<file path="config.mk">
export PLATFORM = sky130hd
export DESIGN_NAME = header_value_tokenizer
export DESIGN_NICKNAME = d
export VERILOG_FILES = /design/src/rtl/core/hvt_pkg.sv /design/src/rtl/core/header_value_tokenizer.sv
export SDC_FILE = /design/constraint.sdc
export NUM_CORES = 1
export LEC_CHECK = 0
export BUFFER_PORTS_ARGS = -buffer_cell sky130_fd_sc_hd__clkbuf_2
export CAP_MARGIN = 10
export CORE_ASPECT_RATIO = 0.75
export CORE_MARGIN = 5
export CORE_UTILIZATION = 55
export DETAILED_ROUTE_END_ITERATION = 6
export GPL_ROUTABILITY_DRIVEN = 0
export PLACE_DENSITY = 0.76
export REMOVE_ABC_BUFFERS = 1
export SETUP_SLACK_MARGIN = 0.15
export SLEW_MARGIN = 40
export SYNTH_ARGS = -nofsm -noshare
export SYNTH_HDL_FRONTEND = slang
export SYNTH_SLANG_ARGS = --single-unit
</file>
<file path="constraint.sdc">
create_clock -name clk -period 13.33 [get_ports clk]
set_clock_uncertainty 0.15 [all_clocks]
set_input_delay 0.6665 -clock clk [delete_from_list [all_inputs] [get_ports clk]]
set_output_delay 0.6665 -clock clk [all_outputs]
set_load 0.01 [all_outputs]
</file>
<file path="src/rtl/core/hvt_pkg.sv">
// Package for the header value tokenizer: payload structs, character codes,
// status codes, register map and small helper functions. No dependencies.
`default_nettype none

package hvt_pkg;

  localparam int unsigned BUFFER_MAX = 4096;
  localparam int unsigned TOKENS_MAX = 1024;

  localparam int unsigned CNT_W   = 13;
  localparam int unsigned LEN_W   = 13;
  localparam int unsigned MAXT_W  = 11;
  localparam int unsigned PADDR_W = 3;
  localparam int unsigned PDATA_W = 32;

  localparam logic [CNT_W-1:0]  CNT_SAT      = {CNT_W{1'b1}};
  localparam logic [LEN_W-1:0]  LEN_LIMIT    = LEN_W'(BUFFER_MAX);
  localparam logic [MAXT_W-1:0] MAXT_LIMIT   = MAXT_W'(TOKENS_MAX);
  localparam logic [LEN_W-1:0]  LEN_RESET    = LEN_W'(4096);
  localparam logic [MAXT_W-1:0] MAXT_RESET   = MAXT_W'(1024);

  localparam logic REG_BUFFER_LEN = 1'b0;
  localparam logic REG_MAX_TOKENS = 1'b1;

  localparam logic [7:0] CH_NUL    = 8'h00;
  localparam logic [7:0] CH_SPACE  = 8'h20;
  localparam logic [7:0] CH_QUOTE  = 8'h22;
  localparam logic [7:0] CH_LPAREN = 8'h28;
  localparam logic [7:0] CH_RPAREN = 8'h29;
  localparam logic [7:0] CH_DOT    = 8'h2E;
  localparam logic [7:0] CH_SEMI   = 8'h3B;
  localparam logic [7:0] CH_EQUALS = 8'h3D;
  localparam logic [7:0] CH_BSLASH = 8'h5C;
  localparam logic [7:0] CH_TAB    = 8'h09;
  localparam logic [7:0] CH_CR     = 8'h0D;

  localparam logic [1:0] STATUS_OK    = 2'd0;
  localparam logic [1:0] STATUS_UNBAL = 2'd1;
  localparam logic [1:0] STATUS_OVFL  = 2'd2;

  localparam logic KIND_BYTE    = 1'b0;
  localparam logic KIND_SUMMARY = 1'b1;

  typedef struct packed {
    logic [7:0] in_byte;
    logic       end_of_text;
  } in_item_t;

  typedef struct packed {
    logic             kind;
    logic [7:0]       out_byte;
    logic             token_start;
    logic [1:0]       status;
    logic [CNT_W-1:0] token_count;
    logic             last;
  } result_t;

  function automatic logic is_ws(input logic [7:0] c);
    return (c == CH_SPACE) || ((c >= CH_TAB) && (c <= CH_CR));
  endfunction

  function automatic logic is_delim(input logic [7:0] c);
    return (c == CH_SEMI) || (c == CH_EQUALS) || (c == CH_DOT);
  endfunction

  function automatic logic [CNT_W-1:0] sat_inc(input logic [CNT_W-1:0] v);
    return (v == CNT_SAT) ? v : v + CNT_W'(1);
  endfunction

endpackage

`default_nettype wire

</file>
<file path="src/rtl/core/header_value_tokenizer.sv">
// Header value tokenizer: turns header text, one byte per item, into a stream
// of NUL-ended tokens with token start flags and an end-of-text summary.
// Depends on hvt_pkg.
//
//   Channel   Ports                              Moves
//   input     in_valid, in_ready, in_data        one text byte or end mark
//   result    out_valid, out_ready, out_data     one buffer byte or summary
//   config    psel, penable, pwrite, paddr, ...  buffer_len, max_tokens
//
// An item is decoded in the cycle it is accepted and its results, up to three,
// are loaded into a three-entry result queue. The queue hands out one result
// per cycle whenever out_ready is high.
// A new item is taken when the queue is empty or its last result is being
// taken in the same cycle. Reset clears the tokenizer state and the queue and
// loads the register defaults. A stalled result channel holds the queue.
`default_nettype none

module header_value_tokenizer (
  input  wire                              clk,
  input  wire                              rst_n,
  input  wire                              in_valid,
  output logic                             in_ready,
  input  hvt_pkg::in_item_t                in_data,
  output logic                             out_valid,
  input  wire                              out_ready,
  output hvt_pkg::result_t                 out_data,
  input  wire                              psel,
  input  wire                              penable,
  input  wire                              pwrite,
  input  wire  [hvt_pkg::PADDR_W-1:0]      paddr,
  input  wire  [hvt_pkg::PDATA_W-1:0]      pwdata,
  output logic [hvt_pkg::PDATA_W-1:0]      prdata,
  output logic                             pready
);
  import hvt_pkg::*;

  logic [LEN_W-1:0]  buffer_len_r;
  logic [MAXT_W-1:0] max_tokens_r;

  logic             quotes_r, quotes_nxt;
  logic             esc_r, esc_nxt;
  logic             intok_r, intok_nxt;
  logic             startp_r, startp_nxt;
  logic             collapse_r, collapse_nxt;
  logic [CNT_W-1:0] depth_r, depth_nxt;
  logic [CNT_W-1:0] written_r, written_nxt;
  logic [CNT_W-1:0] tokens_r, tokens_nxt;

  result_t          queue_r [3];
  result_t          queue_nxt [3];
  logic [1:0]       qcnt_r, qcnt_nxt;

  logic [LEN_W-1:0] len_eff;
  logic [MAXT_W-1:0] max_eff;
  logic             full;
  logic [LEN_W-1:0] room;
  logic             tok_room;
  logic             cfg_we;
  logic             accept;
  logic             pop;

  logic [7:0]       c;
  logic             sp_w;
  logic             it_w;
  logic [CNT_W-1:0] tc_w;
  logic [CNT_W-1:0] tc_mid;
  logic             dflag;
  logic             delim_path;
  logic [1:0]       delim_idx;
  logic [1:0]       req_n;
  logic [7:0]       req_b [3];
  logic             req_f [3];
  logic [1:0]       nwr;
  logic [1:0]       res_n;
  result_t          res [3];
  logic [1:0]       status_w;
  logic             end_byte;

  // Configuration port.
  assign cfg_we = psel && penable && pwrite && pready;
  assign pready = 1'b1;

  always_comb begin
    if (paddr[2] == REG_MAX_TOKENS) begin
      prdata = PDATA_W'(max_tokens_r);
    end else begin
      prdata = PDATA_W'(buffer_len_r);
    end
  end

  always_ff @(posedge clk) begin
    if (!rst_n) begin
      buffer_len_r <= LEN_RESET;
      max_tokens_r <= MAXT_RESET;
    end else if (cfg_we) begin
      if (paddr[2] == REG_BUFFER_LEN) begin
        buffer_len_r <= pwdata[LEN_W-1:0];
      end else begin
        max_tokens_r <= pwdata[MAXT_W-1:0];
      end
    end
  end

  // Effective register values.
  always_comb begin
    if (buffer_len_r > LEN_LIMIT) begin
      len_eff = LEN_LIMIT;
    end else if (buffer_len_r == '0) begin
      len_eff = LEN_W'(1);
    end else begin
      len_eff = buffer_len_r;
    end
    if (max_tokens_r > MAXT_LIMIT) begin
      max_eff = MAXT_LIMIT;
    end else begin
      max_eff = max_tokens_r;
    end
  end

  assign full     = written_r >= len_eff;
  assign room     = len_eff - written_r;
  assign tok_room = tokens_r < CNT_W'(max_eff);
  assign c        = in_data.in_byte;

  // Handshake and queue control.
  assign out_valid = qcnt_r != 2'd0;
  assign out_data  = queue_r[0];
  assign pop       = out_valid && out_ready;
  assign in_ready  = (qcnt_r == 2'd0) || ((qcnt_r == 2'd1) && out_ready);
  assign accept    = in_valid && in_ready;

  // Decode of one item against the current state.
  always_comb begin
    quotes_nxt   = quotes_r;
    esc_nxt      = esc_r;
    intok_nxt    = intok_r;
    startp_nxt   = startp_r;
    collapse_nxt = collapse_r;
    depth_nxt    = depth_r;
    written_nxt  = written_r;
    tokens_nxt   = tokens_r;
    sp_w         = startp_r;
    it_w         = intok_r;
    tc_w         = tokens_r;
    tc_mid       = intok_r ? sat_inc(tokens_r) : tokens_r;
    dflag        = tc_mid < CNT_W'(max_eff);
    delim_path   = 1'b0;
    delim_idx    = 2'd0;
    req_n        = 2'd0;
    req_b[0]     = CH_NUL;
    req_b[1]     = CH_NUL;
    req_b[2]     = CH_NUL;
    req_f[0]     = 1'b0;
    req_f[1]     = 1'b0;
    req_f[2]     = 1'b0;
    nwr          = 2'd0;
    res_n        = 2'd0;
    status_w     = STATUS_OK;
    end_byte     = 1'b0;
    for (int i = 0; i < 3; i++) begin
      res[i] = '0;
    end

    if (in_data.end_of_text) begin
      if (quotes_r || (depth_r != '0)) begin
        status_w = STATUS_UNBAL;
      end else if (({1'b0, written_r} + (CNT_W+1)'(1)) >= {1'b0, len_eff}) begin
        status_w = STATUS_OVFL;
      end else begin
        status_w = STATUS_OK;
        if (intok_r) begin
          end_byte = 1'b1;
          tc_w     = sat_inc(tokens_r);
        end
      end
      res[0].kind        = KIND_BYTE;
      res[0].out_byte    = CH_NUL;
      res[0].token_start = startp_r;
      res[0].last        = 1'b0;
      res[end_byte ? 1 : 0]             = '0;
      res[end_byte ? 1 : 0].kind        = KIND_SUMMARY;
      res[end_byte ? 1 : 0].status      = status_w;
      res[end_byte ? 1 : 0].token_count = tc_w;
      res[end_byte ? 1 : 0].last        = 1'b1;
      if (!end_byte) begin
        res[1] = '0;
      end
      res_n        = end_byte ? 2'd2 : 2'd1;
      quotes_nxt   = 1'b0;
      esc_nxt      = 1'b0;
      intok_nxt    = 1'b0;
      startp_nxt   = 1'b0;
      collapse_nxt = 1'b0;
      depth_nxt    = '0;
      written_nxt  = '0;
      tokens_nxt   = '0;
    end else if (!(collapse_r && is_ws(c))) begin
      collapse_nxt = 1'b0;
      if (!full) begin
        if (esc_r) begin
          if (!intok_r) begin
            sp_w = tok_room;
            it_w = 1'b1;
          end
          esc_nxt = 1'b0;
          if ((c == CH_BSLASH) || (c == CH_QUOTE)) begin
            req_n    = 2'd2;
            req_b[0] = CH_BSLASH;
            req_b[1] = c;
          end else begin
            req_n    = 2'd1;
            req_b[0] = c;
          end
        end else if ((c == CH_BSLASH) && quotes_r) begin
          esc_nxt = 1'b1;
        end else if ((c == CH_QUOTE) && (depth_r == '0)) begin
          quotes_nxt = !quotes_r;
          if (!intok_r) begin
            sp_w = tok_room;
            it_w = 1'b1;
          end
        end else if ((c == CH_LPAREN) && !quotes_r) begin
          depth_nxt = sat_inc(depth_r);
          if (!intok_r) begin
            sp_w = tok_room;
            it_w = 1'b1;
          end
          req_n    = 2'd1;
          req_b[0] = c;
        end else if ((c == CH_RPAREN) && !quotes_r) begin
          if (depth_r != '0) begin
            depth_nxt = depth_r - CNT_W'(1);
            if (depth_r == CNT_W'(1)) begin
              it_w     = 1'b0;
              tc_w     = sat_inc(tokens_r);
              req_n    = 2'd2;
              req_b[0] = CH_RPAREN;
              req_b[1] = CH_NUL;
            end
          end
        end else if (quotes_r) begin
          req_n    = 2'd1;
          req_b[0] = c;
        end else if (is_ws(c)) begin
          if (intok_r) begin
            req_n = 2'd1;
            if (depth_r != '0) begin
              req_b[0]     = CH_SPACE;
              collapse_nxt = 1'b1;
            end else begin
              it_w     = 1'b0;
              req_b[0] = CH_NUL;
              tc_w     = sat_inc(tokens_r);
            end
          end
        end else if (is_delim(c)) begin
          if (depth_r != '0) begin
            req_n    = 2'd1;
            req_b[0] = c;
          end else begin
            delim_path = 1'b1;
            it_w       = 1'b0;
            tc_w       = tc_mid;
            if (intok_r) begin
              delim_idx = 2'd1;
              req_n     = 2'd3;
              req_b[0]  = CH_NUL;
              req_b[1]  = c;
              req_b[2]  = CH_NUL;
            end else begin
              delim_idx = 2'd0;
              req_n     = 2'd2;
              req_b[0]  = c;
              req_b[1]  = CH_NUL;
            end
          end
        end else begin
          if (!intok_r) begin
            sp_w = tok_room;
            it_w = 1'b1;
          end
          req_n    = 2'd1;
          req_b[0] = c;
        end

        if (room >= LEN_W'(req_n)) begin
          nwr = req_n;
        end else begin
          nwr = room[1:0];
        end

        req_f[0] = (delim_path && (delim_idx == 2'd0)) ? dflag : sp_w;
        req_f[1] = delim_path && (delim_idx == 2'd1) && dflag;
        req_f[2] = 1'b0;

        if (delim_path && dflag && (nwr > delim_idx)) begin
          tc_w = sat_inc(tc_w);
        end

        startp_nxt  = (nwr != 2'd0) ? 1'b0 : sp_w;
        intok_nxt   = it_w;
        tokens_nxt  = tc_w;
        written_nxt = written_r + CNT_W'(nwr);
        res_n       = nwr;
        for (int i = 0; i < 3; i++) begin
          res[i].kind        = KIND_BYTE;
          res[i].out_byte    = req_b[i];
          res[i].token_start = req_f[i];
          res[i].status      = STATUS_OK;
          res[i].token_count = '0;
          res[i].last        = (2'(i) == (nwr - 2'd1));
        end
      end
    end
  end

  // Result queue.
  always_comb begin
    queue_nxt[0] = queue_r[0];
    queue_nxt[1] = queue_r[1];
    queue_nxt[2] = queue_r[2];
    qcnt_nxt     = qcnt_r;
    if (accept) begin
      queue_nxt[0] = res[0];
      queue_nxt[1] = res[1];
      queue_nxt[2] = res[2];
      qcnt_nxt     = res_n;
    end else if (pop) begin
      queue_nxt[0] = queue_r[1];
      queue_nxt[1] = queue_r[2];
      qcnt_nxt     = qcnt_r - 2'd1;
    end
  end

  always_ff @(posedge clk) begin
    queue_r[0] <= queue_nxt[0];
    queue_r[1] <= queue_nxt[1];
    queue_r[2] <= queue_nxt[2];
  end

  always_ff @(posedge clk) begin
    if (!rst_n) begin
      qcnt_r     <= 2'd0;
      quotes_r   <= 1'b0;
      esc_r      <= 1'b0;
      intok_r    <= 1'b0;
      startp_r   <= 1'b0;
      collapse_r <= 1'b0;
      depth_r    <= '0;
      written_r  <= '0;
      tokens_r   <= '0;
    end else begin
      qcnt_r <= qcnt_nxt;
      if (accept) begin
        quotes_r   <= quotes_nxt;
        esc_r      <= esc_nxt;
        intok_r    <= intok_nxt;
        startp_r   <= startp_nxt;
        collapse_r <= collapse_nxt;
        depth_r    <= depth_nxt;
        written_r  <= written_nxt;
        tokens_r   <= tokens_nxt;
      end
    end
  end

  // A pending token start always belongs to an open token.
  a_start_in_token: assert property (@(posedge clk) disable iff (!rst_n)
    startp_r |-> intok_r)
    else $error("token start pending outside a token");

  // A backslash escape is only ever armed inside a quoted string.
  a_esc_in_quotes: assert property (@(posedge clk) disable iff (!rst_n)
    esc_r |-> quotes_r)
    else $error("escape pending outside quotes");

  // Whitespace collapsing only happens inside a comment.
  a_collapse_in_comment: assert property (@(posedge clk) disable iff (!rst_n)
    collapse_r |-> (depth_r != '0))
    else $error("whitespace collapsing outside a comment");

  // Once the text is closed, the state is back at its reset values.
  a_end_clears: assert property (@(posedge clk) disable iff (!rst_n)
    (accept && in_data.end_of_text) |=> (written_r == '0) && (tokens_r == '0)
      && (depth_r == '0) && !quotes_r && !intok_r)
    else $error("state not cleared after end of text");

endmodule

`default_nettype wire

</file>
# Word level (Yosys, flattened, before mapping)
# Memory sizes are Yosys's and may differ from the RTL's.
# Index checks and enable logic that the tools add are counted.
# classes
addsub,9
n_lt_le_gt_ge,12
n_eq_ne,27
muxes,217
bitwise,4
n_reduce_logical,43
# ops
op,n
$mux W13,42
$mux W16,29
$bwmux W78,4
$demux W26 S2,5
$mux W77,2
$mux W26,4
$mux W52,2
$mux W1,80
$and A69 B78 Y78,1
$mux W78,1
$not A78 Y78,1
$mux W8,9
$mux W2,31
$eq A8 B6 Y1 const B,7
$mux W24,2
$mux W14,3
$add A13 B1 Y13 const B,3
$eq A13 B13 Y1 const B,3
$ge A32 B3 Y1 const B,1
$lt A32 B1 Y1 const B,1
$not A1 Y32,1
$logic_not A13 Y1,2
$lt A13 B11 Y1,2
$logic_and A1 B1 Y1,17
37 further kinds,59
# word_totals
ff_bits,70
ramBits,78
input_bits,51
memories,1
# memory_table
name,words,width,rd,rd_ports_with_merged_regs,wr,line,rtl
queue_r,3,26,3,0,3,header_value_tokenizer.sv:49,result_t queue_r [3];

# Logic depth before layout (Yosys ltp)
# logic_depth
depth_word,35
mapped_depth,22

# Worst setup path before layout
# No wires, ideal clock.
# synth_path
path_kind,input-to-reg
from,in in_data[5] (netlist bit)
to,reg tokens_r[11]
setup_ns,0.070
arrival_time_ns,5.487
slack_ns,7.623
stages,19
path_cell_list,clkbuf_1 or4_1 or4_1 o21ai_0 nor2_1 a21oi_1 nor2_1 ha_1 inv_1 o41ai_1 maj3_1 o31a_1 inv_1 ha_1 nor2_1 o31ai_2 or4_4 or4b_1 a21oi_1
# synth_between
elab_chain_len,25
# synth_rtl
element,line,rtl
start: declaration,header_value_tokenizer.sv:23,"input hvt_pkg::in_item_t in_data,"
branches (longest 25 deep; another with $ge A8 B4 Y1),-,
end signal: assignment,header_value_tokenizer.sv:362,tokens_r <= tokens_nxt;
end: declaration,header_value_tokenizer.sv:47,"logic [CNT_W-1:0] tokens_r, tokens_nxt;"
# Parallel ways; which one is timed is not known. The select of a mux whose other input is x is not followed.
# A chain may end at the register's enable or synchronous reset.

# Final worst setup path
# layout_path
from,reg depth_r[2]
to,reg tokens_r[11]
# layout_between
elab_chain_len,24
# layout_rtl
element,line,rtl
start: declaration,header_value_tokenizer.sv:45,"logic [CNT_W-1:0] depth_r, depth_nxt;"
start signal: assignment,header_value_tokenizer.sv:360,depth_r <= depth_nxt;
$reduce_bool A13 Y1,"header_value_tokenizer.sv:231, header_value_tokenizer.sv:247, header_value_tokenizer.sv:257",
$mux W2,header_value_tokenizer.sv:257,if (depth_r != '0) begin
$mux W2,header_value_tokenizer.sv:256,end else if (is_delim(c)) begin
$mux W2,header_value_tokenizer.sv:244,end else if (is_ws(c)) begin
$mux W2,header_value_tokenizer.sv:241,end else if (quotes_r) begin
$mux W2,header_value_tokenizer.sv:230,end else if ((c == CH_RPAREN) && !quotes_r) begin
$mux W2,header_value_tokenizer.sv:222,end else if ((c == CH_LPAREN) && !quotes_r) begin
$mux W2,header_value_tokenizer.sv:216,end else if ((c == CH_QUOTE) && (depth_r == '0)) begin
[8 not listed],-,
$mux W2,header_value_tokenizer.sv:197,end else if (!(collapse_r && is_ws(c))) begin
$mux W2,header_value_tokenizer.sv:164,if (in_data.end_of_text) begin
$gt A2 B2 Y1,header_value_tokenizer.sv:296,if (delim_path && dflag && (nwr > delim_idx)) begin
$logic_and A1 B1 Y1,header_value_tokenizer.sv:296,
$mux W13 (*),header_value_tokenizer.sv:296,
$mux W13 (*),header_value_tokenizer.sv:199,if (!full) begin
$mux W13 (*),header_value_tokenizer.sv:197,
$mux W13 (*),header_value_tokenizer.sv:164,
# Every way passes the cells marked *; elsewhere a longest branch is shown, timed or not. The select of a mux whose other input is x is not followed.

==> impl_metrics.tcl <==
set metrics [dict create \
    dieArea_um2 19600 \
    yosys_warnings 0 \
    cp-endpoint "tokens_r[11]" \
    cts_resized 0 \
    cts_tree "built" \
    criticalPathCategory "reg -> reg" \
    fillers 1447 \
    io_buffers 70 \
    root_buffer "clkbuf_16" \
    cp.arrival_ps 6590 \
    diodes 0 \
    cts_buffers 17 \
    initial_utilization 0.556 \
    core_area_um2 16700 \
    swShare 0.292 \
    drv_slew 0 \
    clk_pin_slew_ps 60 \
    place_hpwl_mm 16.8 \
    max_slew_margin 0.444 \
    fin_crit_sh 0.478 \
    synthFlopType "dfxtp_1" \
    grt_remaining_overflow 0 \
    detail-route-antenna-nets 0 \
    syn_inst 1136 \
    syn_avg_cell_area_um2 8.16 \
    cp-start-kind "flip-flop" \
    pwr-share-comb 0.189 \
    finalHoldViolCount 0 \
    cts_max_level 4 \
    status "finished, final reports clean" \
    seq_area_frac_synth 0.323 \
    post_cts_buffers 0 \
    ioPinCount 112 \
    clkSinkCount 123 \
    reg2reg_depth 18 \
    clockBufferDepth 2 \
    drc 0 \
    p_int_uw 863 \
    antenna_found_initial 0 \
    yosysUniqueCellTypes 82 \
    hp-class "reg -> reg" \
    syn_area_um2 9270 \
    synth-edff-count 53 \
    power_density_nw_per_um2 121 \
    ff2ff_setup_slack_ps 6950 \
    grt_pass1_vias 7405 \
    vias 8218 \
    hold_ws_ps 335 \
    crit_fanout 9 \
    async_reset_ff_frac 0 \
    track_usage 0.239 \
    r2r-end "tokens_r[11]" \
    worst_pin_slew_ps 828 \
    end_kind "flip-flop" \
    p_clk_frac 0.431 \
    finalNetCount 1255 \
    rows 41 \
    syn_to_final_growth_pct 8.76 \
    final-setup-viol-count 0 \
    first_pass_iters 6 \
    max-cap-violations 0 \
    required_ps 13540 \
    ir_drop_uv 89.4 \
    switchingPower_uw 356 \
    leakagePower_uw 0.00414 \
    viasPerCell 5.99 \
    tns_ps 0 \
    r2r-start "depth_r[2]" \
    grt_max_degree 57 \
    power_frac_seq 0.380 \
    synth-seq-cells 123 \
    die_h_um 122 \
    drive_above_1_share 0.136 \
    fin_crit_ps 6380 \
    drt_iter0_drc 937 \
    clock_latency_ps 420 \
    rsz0062_at_grt "no" \
    final_util 0.605 \
    final_cell_mix "nand2_1, nor2_1, clkbuf_2" \
    timing.fmax_mhz 157 \
    final_common_cell "nand2_1" \
    startpoint "depth_r[2]" \
    die_x_um 160 \
    drt_wl_total_mm 23.3 \
    cts_hold_buffers 0 \
    grt_pass1_wl_mm 38.0 \
    wl_per_cell_um 17.0 \
]
[state kept, by name, summed over array words and instances (netlist names)]
| name | cells |
|---|---|
| startp_r | 1 |
| max_tokens_r | 11 |
| quotes_r | 1 |
| tokens_r | 13 |
| depth_r | 13 |
| esc_r | 1 |
| buffer_len_r | 13 |
| intok_r | 1 |
| written_r | 13 |
| queue_r | 53 |
| qcnt_r | 2 |
| collapse_r | 1 |
[layer usage]
metal | GRT usage | share of wire
met5 | 0 | 0
met4 | 0.0666 | 0.015
met3 | 0.0457 | 0.085
met2 | 0.351 | 0.42
met1 | 0.359 | 0.48
[power groups by stage]
stage / sequential (µW) / combinational [µW] / clock (µW)
after global routing: 468 / 254 / 551
after CTS: 463 / 228 / 531
after floorplan: 476 / 143 / 0
final: 463 / 230 / 526
after global placement: 469 / 222 / 0
after detailed placement: 471 / 226 / 0
[worst min-delay path by stage]
stage                     depth (start not counted)  slack, ps               end            start
after CTS                                         3        320  buffer_len_r[11]       pwdata[11]
after global routing                              3        340  buffer_len_r[11]       pwdata[11]
after floorplan                                   2        300   max_tokens_r[1]  max_tokens_r[1]
final                                             2        330   max_tokens_r[1]  max_tokens_r[1]
after global placement                            2        320   max_tokens_r[3]  max_tokens_r[3]
after detailed placement                          2        330   max_tokens_r[5]  max_tokens_r[5]
[metrics by stage]
stage                     total power [µW]  instance area, µm²  instances  worst slack (ps)
after floorplan                        620                8760       1052              7770
after global placement                 691                9390       1339              6970
after detailed placement               696                9400       1339              6860
after CTS                             1220               10100       1371              7080
after global routing                  1270               10100       1371              6690
final                                 1220               10100       1371              6950
[critical path: stages, from the launching register on]
cell and delay [ps]:
dfxtp_1 380, or4_4 630, or4_1 700, o21ai_0 510, nor2_1 140, a21oi_1 290, nor2_1 80, ha_1 290
inv_1 30, o41ai_1 550, maj3_1 290, o31a_1 260, inv_1 90, ha_1 290, nor2_1 170, o31ai_2 160
or4_4 580, or4b_1 560, a21oi_1 150
[synthesized netlist by cell type, drive strengths merged, types with 24 or more instances]
| cell type | instances | area, µm² |
|---|---|---|
| nand2 | 170 | 641 |
| nor2 | 85 | 319 |
| dfxtp | 70 | 1400 |
| ha | 59 | 738 |
| inv | 58 | 218 |
| buf | 55 | 408 |
| edfxtp | 53 | 1590 |
| o21ai | 51 | 255 |
| clkbuf | 50 | 188 |
| a21oi | 46 | 245 |
| xnor2 | 43 | 377 |
| nand3 | 42 | 210 |
| nand4 | 28 | 175 |
| nor3 | 28 | 140 |
| a21boi | 25 | 191 |
| xor2 | 24 | 210 |
[logic make-up after synthesis]
family,count (synthesis),synth area share
xor gates and xnor gates,67,0.0633
muxes,23,0.0269
buffers and inverters,163,0.0877
AOI/OAI and AO/OA,216,0.157
and+or+nand+nor,480,0.257
adders and majority gates,62,0.0850
DFF,123,0.323
other,2,0.000810
[layout make-up]
type	count	area, µm²	share of cell area
clock inverter	14	230	0.0228
timing repair buffer	72	365	0.0362
inverter	58	218	0.0216
tap	215	269	0.0267
sequential	123	2990	0.297
clock buffer	18	429	0.0426
multi-input combinational	871	5580	0.553
No activity file was read; power rests on OpenSTA's default activity.
